$ cat config.mk
export PLATFORM = sky130hd
export DESIGN_NAME = tgnm_seq
export DESIGN_NICKNAME = d
export VERILOG_FILES = /design/src/hw/rtl/tgnm_pkg.sv /design/src/hw/rtl/tgnm_seq.sv
export SDC_FILE = /design/constraint.sdc
export NUM_CORES = 1
export LEC_CHECK = 0
export BUFFER_PORTS_ARGS = -buffer_cell sky130_fd_sc_hd__buf_2
export CAP_MARGIN = 5
export CORE_AREA = 8 8 62 64
export CTS_BUF_LIST = sky130_fd_sc_hd__clkbuf_16
export CTS_CLUSTER_SIZE = 40
export DETAILED_ROUTE_END_ITERATION = 16
export DIE_AREA = 0 0 70 72
export PLACE_DENSITY = 0.65
export SLEW_MARGIN = 25
export SYNTH_ARGS = -nofsm -noshare
export SYNTH_HDL_FRONTEND = slang
export SYNTH_SLANG_ARGS = --single-unit
$ cat constraint.sdc
create_clock -name clk -period 3.21 [get_ports clk]
set_clock_uncertainty 0.1 [all_clocks]
set_input_delay 0.321 -clock clk [delete_from_list [all_inputs] [get_ports clk]]
set_output_delay 0.321 -clock clk [all_outputs]
set_load 0.005 [all_outputs]
$ cat src/hw/rtl/tgnm_pkg.sv
`timescale 1ns / 1ps
`default_nettype none

package tgnm_pkg;

  // Default grid capacity
  localparam int DEF_MAX_COLUMNS = 64;
  localparam int DEF_MAX_ROWS    = 64;

  // Field widths
  localparam int CFG_W   = 7;
  localparam int COORD_W = 6;
  localparam int ID_W    = 8;
  localparam int MASK_W  = 4;

  // Configuration register indexes and reset values
  localparam logic CFG_IDX_COLUMNS = 1'b0;
  localparam logic CFG_IDX_ROWS    = 1'b1;
  localparam logic [CFG_W-1:0] CFG_RESET_COLUMNS = 7'd64;
  localparam logic [CFG_W-1:0] CFG_RESET_ROWS    = 7'd64;

  // Neighbor mask bits
  localparam logic [MASK_W-1:0] MASK_NORTH = 4'b0001;
  localparam logic [MASK_W-1:0] MASK_WEST  = 4'b0010;
  localparam logic [MASK_W-1:0] MASK_EAST  = 4'b0100;
  localparam logic [MASK_W-1:0] MASK_SOUTH = 4'b1000;

  // Neighbor visiting order: north, south, west, east
  typedef enum logic [1:0] {
    DIR_N = 2'd0,
    DIR_S = 2'd1,
    DIR_W = 2'd2,
    DIR_E = 2'd3
  } dir_t;

  // Neighbor slot counter runs 0..NB_COUNT
  localparam logic [2:0] NB_COUNT = 3'd4;

  // Microcode operations
  typedef enum logic [2:0] {
    OP_WRITE    = 3'd0,  // store new id at the edited cell
    OP_PROBE_C  = 3'd1,  // read a neighbor of the edited cell
    OP_PROBE_T  = 3'd2,  // read a neighbor of the current target cell
    OP_DRAIN    = 3'd3,  // let the last read land
    OP_SELECT   = 3'd4,  // pick next occupied neighbor or finish
    OP_EMIT_NB  = 3'd5,  // send a neighbor result
    OP_EMIT_CTR = 3'd6,  // send the edited cell result, last of run
    OP_EMIT_ERR = 3'd7   // send the coordinate error result
  } op_t;

  typedef logic [3:0] step_t;

  // Program addresses
  localparam step_t ST_WRITE  = 4'd0;
  localparam step_t ST_PC_N   = 4'd1;
  localparam step_t ST_PC_S   = 4'd2;
  localparam step_t ST_PC_W   = 4'd3;
  localparam step_t ST_PC_E   = 4'd4;
  localparam step_t ST_PC_DR  = 4'd5;
  localparam step_t ST_SELECT = 4'd6;
  localparam step_t ST_PT_N   = 4'd7;
  localparam step_t ST_PT_S   = 4'd8;
  localparam step_t ST_PT_W   = 4'd9;
  localparam step_t ST_PT_E   = 4'd10;
  localparam step_t ST_PT_DR  = 4'd11;
  localparam step_t ST_EMIT   = 4'd12;
  localparam step_t ST_CTR    = 4'd13;
  localparam step_t ST_ERR    = 4'd14;

  typedef struct packed {
    op_t   op;
    dir_t  dir;
    step_t jmp;
  } ucode_t;

  // Sequencer to datapath
  typedef struct packed {
    logic active;
    op_t  op;
    dir_t dir;
    dir_t nb;
    logic tgt_load;
    logic emit;
  } seq_ctrl_t;

  // Datapath to sequencer
  typedef struct packed {
    logic coord_err;
    logic nb_occ;
    logic out_free;
  } seq_stat_t;

  // Control store
  function automatic ucode_t ucode_rom(input step_t step);
    ucode_t uc;
    uc = '{op: OP_EMIT_ERR, dir: DIR_N, jmp: ST_WRITE};
    case (step)
      ST_WRITE:  uc = '{op: OP_WRITE,    dir: DIR_N, jmp: ST_ERR};
      ST_PC_N:   uc = '{op: OP_PROBE_C,  dir: DIR_N, jmp: ST_WRITE};
      ST_PC_S:   uc = '{op: OP_PROBE_C,  dir: DIR_S, jmp: ST_WRITE};
      ST_PC_W:   uc = '{op: OP_PROBE_C,  dir: DIR_W, jmp: ST_WRITE};
      ST_PC_E:   uc = '{op: OP_PROBE_C,  dir: DIR_E, jmp: ST_WRITE};
      ST_PC_DR:  uc = '{op: OP_DRAIN,    dir: DIR_N, jmp: ST_WRITE};
      ST_SELECT: uc = '{op: OP_SELECT,   dir: DIR_N, jmp: ST_CTR};
      ST_PT_N:   uc = '{op: OP_PROBE_T,  dir: DIR_N, jmp: ST_WRITE};
      ST_PT_S:   uc = '{op: OP_PROBE_T,  dir: DIR_S, jmp: ST_WRITE};
      ST_PT_W:   uc = '{op: OP_PROBE_T,  dir: DIR_W, jmp: ST_WRITE};
      ST_PT_E:   uc = '{op: OP_PROBE_T,  dir: DIR_E, jmp: ST_WRITE};
      ST_PT_DR:  uc = '{op: OP_DRAIN,    dir: DIR_N, jmp: ST_WRITE};
      ST_EMIT:   uc = '{op: OP_EMIT_NB,  dir: DIR_N, jmp: ST_SELECT};
      ST_CTR:    uc = '{op: OP_EMIT_CTR, dir: DIR_N, jmp: ST_WRITE};
      ST_ERR:    uc = '{op: OP_EMIT_ERR, dir: DIR_N, jmp: ST_WRITE};
      default:   uc = '{op: OP_EMIT_ERR, dir: DIR_N, jmp: ST_WRITE};
    endcase
    return uc;
  endfunction

  // Mask bit for a direction
  function automatic logic [MASK_W-1:0] dir_bit(input dir_t dir);
    logic [MASK_W-1:0] m;
    m = '0;
    case (dir)
      DIR_N:   m = MASK_NORTH;
      DIR_S:   m = MASK_SOUTH;
      DIR_W:   m = MASK_WEST;
      DIR_E:   m = MASK_EAST;
      default: m = '0;
    endcase
    return m;
  endfunction

endpackage

`default_nettype wire

$ cat src/hw/rtl/tgnm_seq.sv
`timescale 1ns / 1ps
`default_nettype none

module tgnm_seq import tgnm_pkg::*; (
  input  wire logic      clk,
  input  wire logic      rst_n,
  input  wire logic      start,
  input  wire seq_stat_t stat,
  output seq_ctrl_t      ctrl
);

  logic       busy_r, busy_nxt;
  step_t      step_r, step_nxt;
  logic [2:0] nb_r, nb_nxt;
  ucode_t     uc;
  logic       nb_done;

  assign uc      = ucode_rom(step_r);
  assign nb_done = (nb_r == NB_COUNT);

  // Control word out to the datapath
  always_comb begin
    ctrl.active   = busy_r;
    ctrl.op       = uc.op;
    ctrl.dir      = uc.dir;
    ctrl.nb       = dir_t'(nb_r[1:0]);
    ctrl.tgt_load = busy_r && (uc.op == OP_SELECT) && !nb_done && stat.nb_occ;
    ctrl.emit     = busy_r && stat.out_free &&
                    ((uc.op == OP_EMIT_NB) || (uc.op == OP_EMIT_CTR) ||
                     (uc.op == OP_EMIT_ERR));
  end

  // Step counter and jumps
  always_comb begin
    busy_nxt = busy_r;
    step_nxt = step_r;
    nb_nxt   = nb_r;
    if (!busy_r) begin
      if (start) begin
        busy_nxt = 1'b1;
        step_nxt = ST_WRITE;
        nb_nxt   = '0;
      end
    end else begin
      case (uc.op)
        OP_WRITE: begin
          step_nxt = stat.coord_err ? uc.jmp : step_r + 1'b1;
        end
        OP_SELECT: begin
          if (nb_done) begin
            step_nxt = uc.jmp;
          end else if (!stat.nb_occ) begin
            nb_nxt = nb_r + 1'b1;
          end else begin
            step_nxt = step_r + 1'b1;
          end
        end
        OP_EMIT_NB: begin
          if (stat.out_free) begin
            nb_nxt   = nb_r + 1'b1;
            step_nxt = uc.jmp;
          end
        end
        OP_EMIT_CTR, OP_EMIT_ERR: begin
          if (stat.out_free) begin
            busy_nxt = 1'b0;
          end
        end
        default: begin
          step_nxt = step_r + 1'b1;
        end
      endcase
    end
  end

  always_ff @(posedge clk) begin
    if (!rst_n) begin
      busy_r <= 1'b0;
      step_r <= ST_WRITE;
      nb_r   <= '0;
    end else begin
      busy_r <= busy_nxt;
      step_r <= step_nxt;
      nb_r   <= nb_nxt;
    end
  end

endmodule

`default_nettype wire

==> run summary <==
Int Pwr -> 0.465 mW
status -> completed
WL met1 -> 970 um
slowest CP cell -> mux2i_1
CP max FO -> 7
maxcap violations -> 0
total gr overflow -> 0
latest clock arrival within the worst-skew pair -> 250 ps
Die Span Y -> 72 um
CP startpoint -> nb_r[0]$_SDFFE_PN0P_
met2 WL -> 1090 um
ys async rst share -> 0
Vias -> 865
post-route cell area -> 1210 um^2
initial antenna violation count -> 0
H-tree depth -> 1
initial DRC count -> 20
WL final -> 2180 um
post-synth top area share -> 0.310
IO Pins -> 16
crit end category -> flop
total core area -> 2900 um^2
share of layout cells above drive strength 1 -> 0.208
part of the Yosys area used for sequential elements -> 0.310
Reg power frac -> 0.398
met3 WL post-DR -> 42 um
fmax -> 350 MHz
slew at the pin closest to its max-slew limit -> 582 ps
Seq cells post-synth -> 17
max_slew headroom -> 0.612
Max stage delay on crit path -> 460 ps
RSZ-0062 raised after global routing -> no
logic gate share of total power -> 0.220
most common cell in the synthesized netlist -> dfxtp_1
RePlAce Congestion -> 0.881
Diodes inserted -> 0
sw frac -> 0.272
synthesized area per cell -> 8.92 um^2
number of distinct library cells after synthesis -> 42
Setup Buffers After CTS -> 0
synthesized cell area -> 1100 um^2
CTS Buffer Depth -> 2
top post-synthesis cells by count -> 17 x dfxtp_1, 12 x inv_1, 12 x nand2_1, 8 x buf_4, 6 x and2_1
CP startpoint kind -> flop
dpl cell area -> 1130 um^2
Net Sw Power -> 0.174 mW
initial core utilization -> 0.378
largest net degree at the start of global routing -> 17
vias in the first global route -> 893
arrival time worst endpoint -> 2940 ps
CP Data Required Time -> 3290 ps
largest area contributor in the netlist -> dfxtp_1
Wirelength per Cell -> 13.4 um
Hold Vio Cnt, Final -> 0
Final min period -> 2860 ps
Max Used Layer -> met4
period utilisation layout -> 0.891
drt via density -> 5.31
Sum Neg Setup Slack -> 0 ps
pwr/cell area -> 529 nW/um^2
Leakage -> 0.539 nW
EDFF count, synth -> 0
CP cell instances -> inv_1 > ha_1 > a21o_1 > a31oi_4 > o2111ai_1 > mux2i_1 > nand2_1 > ha_1 > nand2_1 > or3_4 > o211ai_2
Residual DRC -> 0
Post-Syn Nets -> 134
Overall Global Routing Usage -> 0.0905
Post-DP HPWL -> 1720 um
total number of yosys warnings -> 0
VDD IR max -> 0.320 mV
R2R Path Start -> nb_r[0]$_SDFFE_PN0P_
post_cts resized -> 0
clk sinks -> 17
Setup Crit Path Kind -> flop to flop
Total Nets Final -> 142
CTS tree -> yes
worst min-delay path category -> input port to flop
total die area -> 5040 um^2
Final Max Tran Viols -> 0
FP Rows -> 20
# hold bufs at CTS -> 0
# port buffers -> 15
Reg clk slew, reported paths -> 50 ps
Final setup viols -> 0
die width -> 70 um
post-route ant nets -> 0
main area contributors after synthesis -> dfxtp_1 31%, ha_1 5.7%, buf_4 5.5%
Layout area overhead -> 10.1%
Clk network pwr share -> 0.382
Root Buffer -> clkbuf_16
worst min-delay path startpoint -> stat[0]
post-synthesis cell count -> 123
CTS Buf Count -> 3
Initial DRT Pass Iterations -> 4
Main synth FF type -> dfxtp_1
global-route wire length before repair -> 3850 um
==> logic make-up (layout without fill, tap and decap cells) <==
kind of cell,after synthesis,in the layout,share of synthesized area
and+or+nand+nor,40,40,0.211
buffers and inverters,24,31,0.117
muxes,5,5,0.0456
DFF,17,17,0.310
adders and majority gates,5,5,0.0570
AOI/OAI and AO/OA,29,29,0.235
xor gates and xnor gates,3,3,0.0239
==> layout make-up <==
cell class | count | area [um^2]
clock buffer | 3 | 75.1
clock inverter | 1 | 3.75
fill | 276 | 1690
inverter | 12 | 45.0
multi-input combinational | 82 | 628
sequential | 17 | 340
tap | 33 | 41.3
timing repair buffer | 15 | 75.1
==> power groups by stage <==
stage | clock (mW) | sequential [mW] | combinational, mW
2_1_floorplan | 0 | 0.251 | 0.128
5_1_grt | 0.259 | 0.257 | 0.157
3_3_place_gp | 0 | 0.259 | 0.139
4_1_cts | 0.250 | 0.254 | 0.143
6_report | 0.244 | 0.254 | 0.141
3_5_place_dp | 0 | 0.259 | 0.142
==> worst paths after layout <==
| kind | end | slack (ps) | cells past startpoint |
|---|---|---|---|
| worst max-delay path | uc[5]$_DFF_P_ | 350 | 11 |
| worst min register to register | busy_r$_SDFF_PN0_ | 490 | 1 |
| worst max register to register | uc[5]$_DFF_P_ | 350 | 11 |
| worst min-delay path | busy_r$_SDFF_PN0_ | 250 | 2 |
==> sequential cells by signal, indices dropped and copies added, names as in the netlist <==
| signal | flops |
|---|---|
| nb_r | 3 |
| busy_r | 1 |
| step_r | 4 |
| uc | 9 |
==> layout by cell type (no fill, tap or decap), drive strengths merged, types with 5 or more instances in the layout <==
cell type and n:
dfxtp 17, nand3 5, ha 5, mux2i 5, nor2 5, nand2 12, buf 15, and2 7
inv 13
==> routing by layer <==
metal / vias to the layer above / GRT usage
met1: 403 / 0.0971
met4: 0 / 0.0759
met2: 13 / 0.156
li1: 442 / -
met3: 7 / 0.0109
met5: - / 0
==> worst max-delay path, delay by kind of cell, from the launching register on <==
family / cells / cell delay [ps]
buffers and inverters: 1 / 80
adders and majority gates: 2 / 540
DFF: 1 / 350
muxes: 1 / 460
and+or+nand+nor: 3 / 550
AOI/OAI and AO/OA: 4 / 720
==> stage by stage <==
stage                     total power, mW  std cells  setup WS, ps  hold slack, ps   util
final                               0.639        163           351             247  0.416
after global routing                0.673        163           134             272  0.416
after CTS                           0.647        163           337             244  0.416
after detailed placement            0.401        159           343             478  0.389
after global placement              0.398        159           472             460  0.389
after floorplan                     0.379        123           646             357      -
Note: power is estimated with default switching activity, not from simulation.
